[src/csfp_pkg.sv]
package csfp_pkg;

    // fixed frame header, sent before the cell data
    localparam int unsigned HDR_LEN = 6;
    localparam int unsigned HDR_IDX_W = 3;

    localparam logic [7:0] HDR_BYTES [HDR_LEN] = '{
        8'h07, 8'h0D, 8'h11, 8'h17, 8'h1D, 8'h1F
    };

    localparam int unsigned BYTE_W = 8;
    localparam int unsigned AGE_W = 16;
    localparam int unsigned IDX_W = 5;
    localparam int unsigned MV_W = 16;

    localparam logic [AGE_W-1:0] AGE_MAX = {AGE_W{1'b1}};
    localparam logic [AGE_W-1:0] STALE_RESET = 16'd1000;

    // item kinds
    localparam logic KIND_BYTE = 1'b0;
    localparam logic KIND_TICK = 1'b1;

    // one result item
    typedef struct packed {
        logic                    value_ready;
        logic [IDX_W-1:0]        cell_index;
        logic signed [MV_W-1:0]  cell_millivolts;
        logic                    last_cell;
        logic                    header_error;
        logic                    fresh;
    } result_t;

endpackage

[src/csfp_step.sv]
module csfp_step #(
    parameter int unsigned CELL_COUNT = 17,
    parameter int unsigned POS_W = 6
) (
    input  logic                            kind,
    input  logic [csfp_pkg::BYTE_W-1:0]     data_byte,
    input  logic [POS_W-1:0]                pos,
    input  logic [csfp_pkg::BYTE_W-1:0]     high_hold,
    input  logic [csfp_pkg::AGE_W-1:0]      age,
    input  logic [csfp_pkg::AGE_W-1:0]      stale_ticks,
    output logic [POS_W-1:0]                pos_next,
    output logic [csfp_pkg::BYTE_W-1:0]     high_hold_next,
    output logic [csfp_pkg::AGE_W-1:0]      age_next,
    output csfp_pkg::result_t               result
);

    localparam int unsigned DATA_END = csfp_pkg::HDR_LEN + 2 * CELL_COUNT;
    localparam logic [POS_W-1:0] POS_HDR_END = POS_W'(csfp_pkg::HDR_LEN);
    localparam logic [POS_W-1:0] POS_DATA_END = POS_W'(DATA_END);
    localparam logic [POS_W-1:0] LAST_CELL = POS_W'(CELL_COUNT - 1);

    logic [POS_W-1:0] off;
    logic [POS_W-1:0] cell_num;

    assign off      = pos - POS_HDR_END;
    assign cell_num = off >> 1;

    always_comb begin
        pos_next       = pos;
        high_hold_next = high_hold;
        age_next       = age;
        result         = '0;

        if (kind == csfp_pkg::KIND_TICK) begin
            // saturating age count
            if (age != csfp_pkg::AGE_MAX) begin
                age_next = age + 1'b1;
            end
        end else if (pos < POS_HDR_END) begin
            if (data_byte == csfp_pkg::HDR_BYTES[pos[csfp_pkg::HDR_IDX_W-1:0]]) begin
                pos_next = pos + 1'b1;
            end else begin
                result.header_error = 1'b1;
                pos_next            = '0;
            end
        end else if (pos < POS_DATA_END) begin
            if (!off[0]) begin
                high_hold_next = data_byte;
                pos_next       = pos + 1'b1;
            end else begin
                result.value_ready     = 1'b1;
                result.cell_index      = csfp_pkg::IDX_W'(cell_num);
                result.cell_millivolts = {high_hold, data_byte};
                if (cell_num >= LAST_CELL) begin
                    result.last_cell = 1'b1;
                    pos_next         = '0;
                    age_next         = '0;
                end else begin
                    pos_next = pos + 1'b1;
                end
            end
        end else begin
            // out of range position, restart the hunt
            pos_next = '0;
        end

        result.fresh = (age_next < stale_ticks);
    end

endmodule

[src/cell_stack_frame_parser_top.sv]
// each accepted item's result item is registered and shown on the m_ side in the cycle after it is accepted
// throughput: one item per cycle; a new item is taken whenever the result
// register is empty or its item is taken in the same cycle
// reset (aresetn low, synchronous): header hunt restarts, frame age saturates
// (stale), stale limit returns to 1000 ticks, result register empties
module cell_stack_frame_parser_top #(
    parameter int unsigned CELL_COUNT = 17
) (
    input  logic                                aclk,
    input  logic                                aresetn,

    // configuration: stale limit in ticks
    input  logic                                cfg_valid,
    output logic                                cfg_ready,
    input  logic [csfp_pkg::AGE_W-1:0]          cfg_data,

    // input items: serial bytes and millisecond ticks
    input  logic                                s_valid,
    output logic                                s_ready,
    input  logic                                s_kind,
    input  logic [csfp_pkg::BYTE_W-1:0]         s_data_byte,

    // result items
    output logic                                m_valid,
    input  logic                                m_ready,
    output logic                                m_value_ready,
    output logic [csfp_pkg::IDX_W-1:0]          m_cell_index,
    output logic signed [csfp_pkg::MV_W-1:0]    m_cell_millivolts,
    output logic                                m_last_cell,
    output logic                                m_header_error,
    output logic                                m_fresh
);

    // frame position counts header bytes then cell data bytes
    localparam int unsigned DATA_END = csfp_pkg::HDR_LEN + 2 * CELL_COUNT;
    localparam int unsigned POS_W = $clog2(DATA_END + 1);

    // parser state
    logic [POS_W-1:0]               pos_reg,   pos_next;
    logic [csfp_pkg::BYTE_W-1:0]    hold_reg,  hold_next;
    logic [csfp_pkg::AGE_W-1:0]     age_reg,   age_next;
    logic [csfp_pkg::AGE_W-1:0]     stale_reg;

    // result register
    logic                           out_valid_reg;
    csfp_pkg::result_t              out_reg;
    csfp_pkg::result_t              step_result;

    logic                           in_fire;

    // config register is always writable
    assign cfg_ready = 1'b1;

    // the result register frees up in the same cycle it is drained
    assign s_ready = !out_valid_reg || m_ready;
    assign in_fire = s_valid && s_ready;

    // next-state and result logic for one item
    csfp_step #(
        .CELL_COUNT (CELL_COUNT),
        .POS_W      (POS_W)
    ) u_step (
        .kind           (s_kind),
        .data_byte      (s_data_byte),
        .pos            (pos_reg),
        .high_hold      (hold_reg),
        .age            (age_reg),
        .stale_ticks    (stale_reg),
        .pos_next       (pos_next),
        .high_hold_next (hold_next),
        .age_next       (age_next),
        .result         (step_result)
    );

    // stale limit register
    always_ff @(posedge aclk) begin
        if (!aresetn) begin
            stale_reg <= csfp_pkg::STALE_RESET;
        end else if (cfg_valid && cfg_ready) begin
            stale_reg <= cfg_data;
        end
    end

    // parser state advances only on an accepted item
    always_ff @(posedge aclk) begin
        if (!aresetn) begin
            pos_reg  <= '0;
            hold_reg <= '0;
            age_reg  <= csfp_pkg::AGE_MAX;
        end else if (in_fire) begin
            pos_reg  <= pos_next;
            hold_reg <= hold_next;
            age_reg  <= age_next;
        end
    end

    // result valid flag
    always_ff @(posedge aclk) begin
        if (!aresetn) begin
            out_valid_reg <= 1'b0;
        end else if (in_fire) begin
            out_valid_reg <= 1'b1;
        end else if (m_ready) begin
            out_valid_reg <= 1'b0;
        end
    end

    // result payload, no reset needed
    always_ff @(posedge aclk) begin
        if (in_fire) begin
            out_reg <= step_result;
        end
    end

    assign m_valid           = out_valid_reg;
    assign m_value_ready     = out_reg.value_ready;
    assign m_cell_index      = out_reg.cell_index;
    assign m_cell_millivolts = out_reg.cell_millivolts;
    assign m_last_cell       = out_reg.last_cell;
    assign m_header_error    = out_reg.header_error;
    assign m_fresh           = out_reg.fresh;

    // position never leaves the frame
    a_pos_range: assert property (@(posedge aclk) disable iff (!aresetn)
        pos_reg < POS_W'(DATA_END))
        else $error("frame position out of range");

    // a last cell is always a completed cell
    a_last_is_value: assert property (@(posedge aclk) disable iff (!aresetn)
        m_valid && m_last_cell |-> m_value_ready)
        else $error("last cell without a value");

    // a cell value and a header error never come from the same item
    a_value_xor_err: assert property (@(posedge aclk) disable iff (!aresetn)
        m_valid |-> !(m_value_ready && m_header_error))
        else $error("value and header error together");

    // a completed frame restarts the age count and the hunt
    a_frame_restart: assert property (@(posedge aclk) disable iff (!aresetn)
        $past(in_fire) && m_last_cell |-> age_reg == '0 && pos_reg == '0)
        else $error("frame end did not restart age and hunt");

endmodule
[config.mk]
export PLATFORM = sky130hd
export DESIGN_NAME = cell_stack_frame_parser_top
export DESIGN_NICKNAME = d
export VERILOG_FILES = /design/src/csfp_pkg.sv /design/src/csfp_step.sv /design/src/cell_stack_frame_parser_top.sv
export SDC_FILE = /design/constraint.sdc
export NUM_CORES = 1
export LEC_CHECK = 0
export ABC_CLOCK_PERIOD_IN_PS = 2900
export BUFFER_PORTS_ARGS = -buffer_cell sky130_fd_sc_hd__buf_4
export CORE_MARGIN = 5
export CORE_UTILIZATION = 46
export CTS_CLUSTER_DIAMETER = 30
export CTS_CLUSTER_SIZE = 8
export DETAILED_ROUTE_END_ITERATION = 8
export PLACE_DENSITY = 0.79
export SLEW_MARGIN = 25
export SYNTH_ARGS = -nofsm -noshare
export SYNTH_HDL_FRONTEND = slang
export SYNTH_SLANG_ARGS = --single-unit
export TNS_END_PERCENT = 30
[constraint.sdc]
create_clock -name aclk -period 2.9 [get_ports aclk]
set_clock_uncertainty 0.1 [all_clocks]
set_input_delay 0 -clock aclk [delete_from_list [all_inputs] [get_ports aclk]]
set_output_delay 0 -clock aclk [all_outputs]
set_load 0.03 [all_outputs]
; ---- After elaboration in Yosys (flattened, before gate mapping)
; Memory sizes are Yosys's and may differ from the RTL's.
; Index checks and enable logic that the tools add are counted.
[word_totals]
register_bits = 72
rom_bits = 64
input_bits = 30
out_inout_bits = 28
wordCells = 54
memories = 1
[memory_table]
columns = name, words, width, rd, rd_ports_with_merged_regs, wr, line
row1 = (no name shown), 8, 8, 1, 0, 0, csfp_step.sv:40  ; if (data_byte == csfp_pkg::HDR_BYTES[pos[csfp_pkg::HDR_IDX_W-1:0]]) begin
[op_classes]
n_addsub = 3
magnitude_cmp = 5
n_eq_ne = 2
mux = 18
bitwise_logic = 5
reduce_logical = 9
[op_table]
columns = operator, n
row1 = 16-bit 2-to-1 mux, 6
row2 = 6-bit 2-to-1 mux, 5
row3 = 23-bit 2-to-1 mux, 1
row4 = 16-bit by 1-bit adder with 16-bit output (second input constant), 1
row5 = 16-bit < comparator, 1
row6 = 8-bit 2-to-1 mux, 2
row7 = 16-bit != test (second input constant), 1
row8 = 8-bit == test, 1
row9 = 6-bit by 1-bit adder with 6-bit output (second input constant), 1
row10 = 6-bit by 3-bit < comparator with 1-bit output (second input constant), 1
row11 = 6-bit < comparator (second input constant), 1
row12 = 6-bit by 3-bit subtractor with 6-bit output (second input constant), 1
row13 = 5-bit greater-or-equal comparator (second input constant), 1
row14 = 5-bit AND reduction, 1
row15 = 4-bit greater-or-equal comparator (second input constant), 1
row16 = 1-bit 2-to-1 mux, 4
row17 = 1-bit inverter, 4
row18 = 3-bit inverter with 4-bit output, 1
row19 = 4-bit OR reduction, 1
row20 = 3-bit OR reduction, 1
row21 = 2-bit AND reduction, 1
row22 = 2-bit nonzero test, 1
row23 = 2-bit OR reduction, 1
row24 = 1-bit logical AND, 1
row25 = other kinds (2), 2

; ---- Depth between registers and ports, before layout
; Gate-level depths: netlist of run 1.
[depth]
ltp_word = 8
depth_mapped = 14

; ---- Modules after synthesis
; From an unflattened synthesis of run 1, not the netlist that was laid out.
[unflattened]
cells_unflattened = 429
hier_area_um2 = 4127.7
[by_module_without_submodules]
columns = mod, n_inst, cells_each, area_each_um2
row1 = cell_stack_frame_parser_top, 1, 217, 2595.0
row2 = csfp_step, 1, 212, 1532.7

; ---- Worst setup path before layout of run 1
; Ideal clock, no wire load.
[synth_path]
kind = register to register
from = register age_reg[0] (netlist bit)
to = register out_reg (netlist bit m_fresh), data pin
setup_time_ns = 0.152
arrival_ns = 2.793
required_ns = 2.648
slack_ns = -0.145
path_stages_with_launch = 15
path_cell_list = dfxtp_1 ha_1 and2_1 clkbuf_1 nand3_1 clkbuf_1 o21ai_1 nand2_1 a21oi_1 ha_1 o211ai_1 a21oi_1 a2111oi_0 nand2_1 o21ai_0
[synth_rtl]
columns = item, line
row1 = "start, declared", cell_stack_frame_parser_top.sv:41  ; logic [csfp_pkg::AGE_W-1:0] age_reg, age_next;
row2 = "start signal, assigned", cell_stack_frame_parser_top.sv:89  ; age_reg <= csfp_pkg::AGE_MAX;
row3 = "start signal, assigned", cell_stack_frame_parser_top.sv:93  ; age_reg <= age_next;
row4 = "end signal, assigned", cell_stack_frame_parser_top.sv:111  ; out_reg <= step_result;
row5 = "end, declared", cell_stack_frame_parser_top.sv:46  ; csfp_pkg::result_t out_reg;

==> reports/results.tsv, run 1 <==
stage	metric	value	unit
timing	finalWorstSetupSlack	-0.02387	ns
clock_network	cts_sinks	71	
route	finalWirelength	11060	um
worst_setup_path	end_kind	register	
global_route	grt_pass1_wl	16740	um
global_route	grt_util_all_layers	20.42	%
global_route	grt-ovfl-total	0	
route	drtIter0Drc	234	
synthesis	synth_top_area_cell	dfxtp_1	
outcome	violations	setup timing	
route	route.met2.wl	5651	um
route	met1_length	4375	um
synthesis	synth_cells	421	
timing	drv_slew	0	
worst_setup_path	critPathKind	reg2reg	
cells_and_area	final_layout_size_suffix_gt1_share	30.28	%
synthesis	synth-main-ff-cell	dfxtp_1	
synthesis	syn-num-nets	472	
timing	relSlewSlack	52.08	%
outcome	status	complete, but fails checks	
clock_network	cts-root-buf	clkbuf_8	
die	io-pin-count	58	
timing	clock.fmax	0.3420	GHz
timing	finalSetupViolCount	1	
route	drt_first_pass_iters	4	
worst_setup_path	crit_fanout	4	
synthesis	synth_top_area_share	24.14	%
timing	worst_slew_pin_slew	0.7123	ns
placed_design	dp_hpwl	7036	um
route	drc	0	
die	die_w	102.0	um
timing	fin_tns_setup	-0.02387	ns
route	num_vias	3759	
die	fp-row-count	33	
worst_setup_path	worstRegToRegCells	10	
clock_network	htree_num_levels	3	
timing	period_share	100.8	%
clock_network	cts_buffer_depth	2	
worst_setup_path	cp.arrival	3.04	ns
die	dieArea	10410	um^2
die	initial_utilization	47.43	%
timing	hold-worst-slack	0.007947	ns
clock_network	path_clk_slew	0.08	ns
cells_and_area	num_antenna_cells	0	
route	ant_nets	0	
clock_network	cts_tree	yes	
placed_design	routabilityCongestion	0.9291	
cells_and_area	area_growth	43.02	%
synthesis	ys_ff_latch	71	
route	vias_per_cell	5.585	
synthesis	syn_area	3897	um^2
global_route	grt_start_max_net_pins	26	
route	highest_layer	met4	
power_and_ir_drop	p_per_area	715.9	nW/um^2
synthesis	seq_area_frac_synth	42.63	%
placed_design	port_buffers	56	
power_and_ir_drop	ir_worst_vdd	0.0004849	V
synthesis	yosys-top-cells-area	dfxtp_1 24%, edfxtp_1 18%, ha_1 6.7%	
cells_and_area	nNetsFinal	614	
worst_setup_path	crit_path_start_kind	register	
synthesis	synth-edff-count	24	
worst_hold_path	hold_class	in2reg	
global_route	grt_pass1_vias	3595	
route	route.met3.wl	754	um
die	core	8217	um^2
cells_and_area	fillers	570	
synthesis	ys.warnings.count	0	
timing	finalHoldViolations	0	
synthesis	syn_area_per_cell	9.258	um^2
route	wl_per_cell	16.44	um
synthesis	ys_async_sr_fraction	0	%
global_route	antenna_found_initial	0	
synthesis	synth_cell_types	62	
timing	fin_crit	2.924	ns
worst_hold_path	whs_path_depth	3	
timing	rsz0062_at_grt	yes	
placed_design	pre_cts_ws	-0.08792	ns
power_and_ir_drop	leakagePower	2.471	nW
clock_network	numCtsBuffers	9	
worst_setup_path	required	3.01	ns
die	chipHeight	102.0	um
job	drv_cap	0	
clock_network	clk_latency	0.36	ns
critical path: stages, from the launching register on:
cell and delay, ns:
dfxtp_1 0.37, nand4_1 0.18, or4_4 0.48, or3_4 0.36, or2_4 0.24, a21oi_2 0.12, ha_1 0.25, and4_4 0.18
a221oi_4 0.30, nand2_1 0.08, o21ai_1 0.13
cells by family (layout without fill, tap and decap cells):
kind of cell | after synthesis | count (layout) | share of synthesized area, %
compound gates | 85 | 85 | 15.12
xor+xnor | 9 | 9 | 2.022
fa+ha+maj | 21 | 21 | 6.742
buf+inv | 53 | 200 | 6.356
flops | 71 | 71 | 42.63
mux | 21 | 21 | 5.425
other cells | 1 | 1 | 0.09622
simple gates | 160 | 160 | 21.61
final timing paths:
path	from	to	slack [ns]
setup / recovery	age_reg[7]	m_fresh	-0.02
hold / removal	cfg_valid	stale_reg[0]	0.008
hold reg to reg	hold_reg[7]	hold_reg[7]	0.40
setup reg to reg	age_reg[7]	m_fresh	-0.02
area by class of cell:
cell class	instances	area (um^2)	share of cell area [%]
timing repair buffer	156	1284	23.03
tap	105	131.4	2.357
inverter	28	105.1	1.886
clock inverter	6	116.4	2.088
clock buffer	10	137.6	2.469
sequential	71	1682	30.17
multi-input combinational	297	2118	38.00
cell usage in the layout, fill, tap and decap left out, types with 11 or more instances in the layout:
cell type      count
a21oi_1           13
and2_1            18
buf_4            109
dfxtp_1           39
dlygate4sd3_1     43
edfxtp_1          24
ha_1              19
inv_1             27
mux2i_1           20
nand2_1           38
nand3_1           17
nand4_1           11
nor2_1            34
o211ai_1          12
metrics by stage:
stage / total power, mW / std cells / cell area, um^2 / util [%]
global placement: 2.478 / 601 / 4657 / 56.68
finish: 3.991 / 673 / 5574 / 67.84
CTS: 3.618 / 661 / 5373 / 65.39
global route: 4.178 / 673 / 5574 / 67.84
detailed placement: 2.519 / 601 / 4657 / 56.68
floorplan: 2.046 / 421 / 3928 / -
timing repair:
action	CTS	global route
hold buffers	43	0
hold endpoints to repair	46	0
cloned	0	1
endpoints found under the setup margin	1	1
setup buffers	1	11
gates resized for setup	9	31
pin swaps	3	16
cells in the mapped netlist, types with 2 or more instances:
cell type  instances
mux2i_1           20
inv_1             27
nor4b_1            2
xnor2_1            4
edfxtp_1          24
and3_1             9
nand4_1           11
o311ai_0           5
nand3_1           19
or3_2              2
nand4b_1           2
nand2_1           38
a21o_1             4
o21a_1             3
o2111ai_1          6
nor3_1             5
a31oi_1            3
dfxtp_1           47
clkbuf_1          14
nor2_1            34
a211o_1            2
nand2b_1           2
buf_6              2
o21ai_0           14
a21oi_1           17
buf_4              3
and2_1            19
clkbuf_8           2
and3_2             2
nor4_1             3
a211oi_1           3
o211ai_1          12
or3_1              3
o31ai_1            5
ha_1              21
xor2_1             5
buf_1              2
report_power, final:
part | switching (mW) | internal, mW
Combinational | 0.949 | 0.888
Sequential | 0.0505 | 1.11
Clock | 0.397 | 0.601
routing by layer:
| metal | vias up | GRT usage (%) |
|---|---|---|
| li1 | 1807 | - |
| met1 | 1782 | 23.26 |
| met2 | 138 | 37.18 |
| met3 | 32 | 5.051 |
| met4 | 0 | 6.862 |
| met5 | - | 0 |
Power figures use the tool's default switching activity.
==> run 2: changes to the inputs <==
CORE_UTILIZATION = 45   (was 46)
PLACE_DENSITY = 0.78   (was 0.79)
==> reports/results.tsv, run 2 (synthesis gave the netlist of run 1 again) <==
stage	metric	value	unit	change
cells_and_area	nNetsFinal	607		-1.1%
timing	fin_crit	2.833	ns	-0.09130 ns
die	core	8593	um^2	+4.6%
power_and_ir_drop	leakagePower	2.397	nW	-3.0%
worst_setup_path	crit_fanout	6		+2
worst_hold_path	whs_path_depth	3		unchanged
die	die_w	103.1	um	+1.0%
global_route	grt_util_all_layers	19.75	%	-0.68 points
worst_hold_path	hold_class	in2reg		
cells_and_area	final_layout_size_suffix_gt1_share	27.99	%	-2.3 points
timing	worst_slew_pin_slew	0.5476	ns	-0.1646 ns
global_route	grt_start_max_net_pins	27		+3.8%
timing	finalHoldViolations	0		unchanged
die	dieArea	10620	um^2	+2.0%
cells_and_area	area_growth	39.04	%	
route	vias_per_cell	5.608		+0.41%
worst_setup_path	cp.arrival	2.95	ns	-0.09 ns
worst_setup_path	rrSetupSlack	0.07	ns	+0.09 ns
cells_and_area	final_common_cell	buf_4		
power_and_ir_drop	p_per_area	654.1	nW/um^2	-8.6%
timing	period_share	97.67	%	-3.1 points
cells_and_area	finalInstanceArea	5419	um^2	-2.8%
timing	drv_slew	0		unchanged
timing	finalSetupViolCount	0		-1
route	drtIter0Drc	205		-12%
placed_design	dp_hpwl	6901	um	-1.9%
die	initial_utilization	45.36	%	-2.1 points
route	ant_nets	0		unchanged
route	finalWirelength	10300	um	-6.9%
route	drc	0		unchanged
clock_network	clk_latency	0.36	ns	about the same
global_route	antenna_found_initial	0		unchanged
worst_setup_path	r2r-end	m_fresh		
clock_network	cts_buffer_depth	2		unchanged
placed_design	dp.cells	603		+0.33%
worst_setup_path	crit_start	age_reg[10]		
cells_and_area	multi_input_comb_area	2073	um^2	-2.1%
worst_setup_path	crit_path_end	m_fresh		
route	drt_first_pass_iters	5		+1
die	io-pin-count	58		unchanged
power_and_ir_drop	total_power	3.544	mW	-11%
timing	relSlewSlack	63.15	%	+11 points
worst_setup_path	critPathKind	reg2reg		
clock_network	htree_num_levels	3		unchanged
placed_design	port_buffers	56		unchanged
route	route.met3.wl	708	um	-6.1%
die	chipHeight	103.1	um	+1.0%
route	wl_per_cell	15.40	um	-6.3%
worst_setup_path	r2r-start	age_reg[10]		
placed_design	dpl-instance-area	4653	um^2	about the same
route	num_vias	3752		-0.19%
clock_network	path_clk_slew	0.08	ns	about the same
global_route	grt_pass1_wl	16560	um	-1.1%
worst_setup_path	required	3.02	ns	about the same
clock_network	cts_tree	yes		
worst_setup_path	end_kind	register		
global_route	grt_pass1_vias	3696		+2.8%
worst_setup_path	crit_path_start_kind	register		
placed_design	routabilityCongestion	0.9222		-0.74%
timing	clock.fmax	0.3530	GHz	+3.2%
job	drv_cap	0		unchanged
clock_network	numCtsBuffers	9		unchanged
cells_and_area	fillers	690		+21%
die	fp-row-count	34		+3.0%
clock_network	cts-root-buf	clkbuf_8		
cells_and_area	mostFrequentLayoutCells	103 x buf_4, 45 x dlygate4sd3_1, 41 x dfxtp_1		
outcome	status	complete, no violations		
power_and_ir_drop	ir_worst_vdd	0.0004638	V	-4.3%
route	route.met2.wl	5044	um	-11%
route	met1_length	4183	um	-4.4%
global_route	grt-ovfl-total	0		unchanged
cells_and_area	num_antenna_cells	0		unchanged
cells_and_area	ff_latch_area	1674	um^2	-0.45%
clock_network	cts_sinks	71		unchanged
worst_setup_path	worstRegToRegCells	10		unchanged
cells_and_area	final_cell_count_no_fill	669		-0.59%
route	highest_layer	met4		
[run 2: stage by stage]
stage               utilization [%]  setup slack (ns)  hold slack [ns]  setup TNS (ns)
floorplan                         -          0.001865          0.02947               0
global placement              54.15           0.02645           0.1167               0
detailed placement            54.15          -0.06495           0.1208        -0.06495
CTS                           61.76          0.008316       0.00003264               0
global route                  63.06           -0.1272          0.03697         -0.1272
finish                        63.06           0.06743          0.01073               0
[run 2: power breakdown]
group / internal, mW / switching, mW / leakage (nW)
registers: 1.10 / 0.0486 / 0.625
logic: 0.759 / 0.840 / 1.67
clock network: 0.417 / 0.375 / 0.106
total: 2.28 / 1.26 / 2.40
[run 2: layer usage]
metal / up-vias / track usage (%)
li1: 1798 / -
met1: 1748 / 22.58
met2: 163 / 34.63
met3: 43 / 5.277
met4: 0 / 8.367
met5: - / 0
[run 2: worst min path at each step]
stage	slack, ns	to	start
after floorplan	0.03	m_valid	s_valid
after global placement	0.12	stale_reg[6]	cfg_data[6]
after detailed placement	0.12	stale_reg[6]	cfg_data[6]
after CTS	0.00003	stale_reg[1]	cfg_valid
after global routing	0.04	m_header_error	s_kind
final	0.01	stale_reg[15]	cfg_valid
[run 2: area by class of cell]
type | count | share of cell area [%]
Multi-Input combinational cell | 297 | 38.26
Sequential cell | 71 | 30.89
Timing Repair Buffer | 149 | 22.79
Clock buffer | 10 | 2.540
Tap cell | 108 | 2.494
Inverter | 28 | 1.940
Clock inverter | 6 | 1.085
[run 2: worst max-delay path, stage by stage, from the launching register on]
cell and delay, ns:
dfxtp_2 0.36, nand4_1 0.16, or4_4 0.47, or3_4 0.35, or2_4 0.24, a21oi_2 0.16
ha_4 0.22, and4_4 0.15, a221oi_2 0.30, nand2_1 0.07, o21ai_1 0.12
[run 2: repair_timing]
item | CTS | global route
endpoints found under the setup margin | 1 | 1
setup buffers | 0 | 5
gates resized for setup | 2 | 23
hold endpoints to repair | 47 | 0
pin swaps | 3 | 9
gates cloned | 0 | 0
hold buffers | 45 | 0
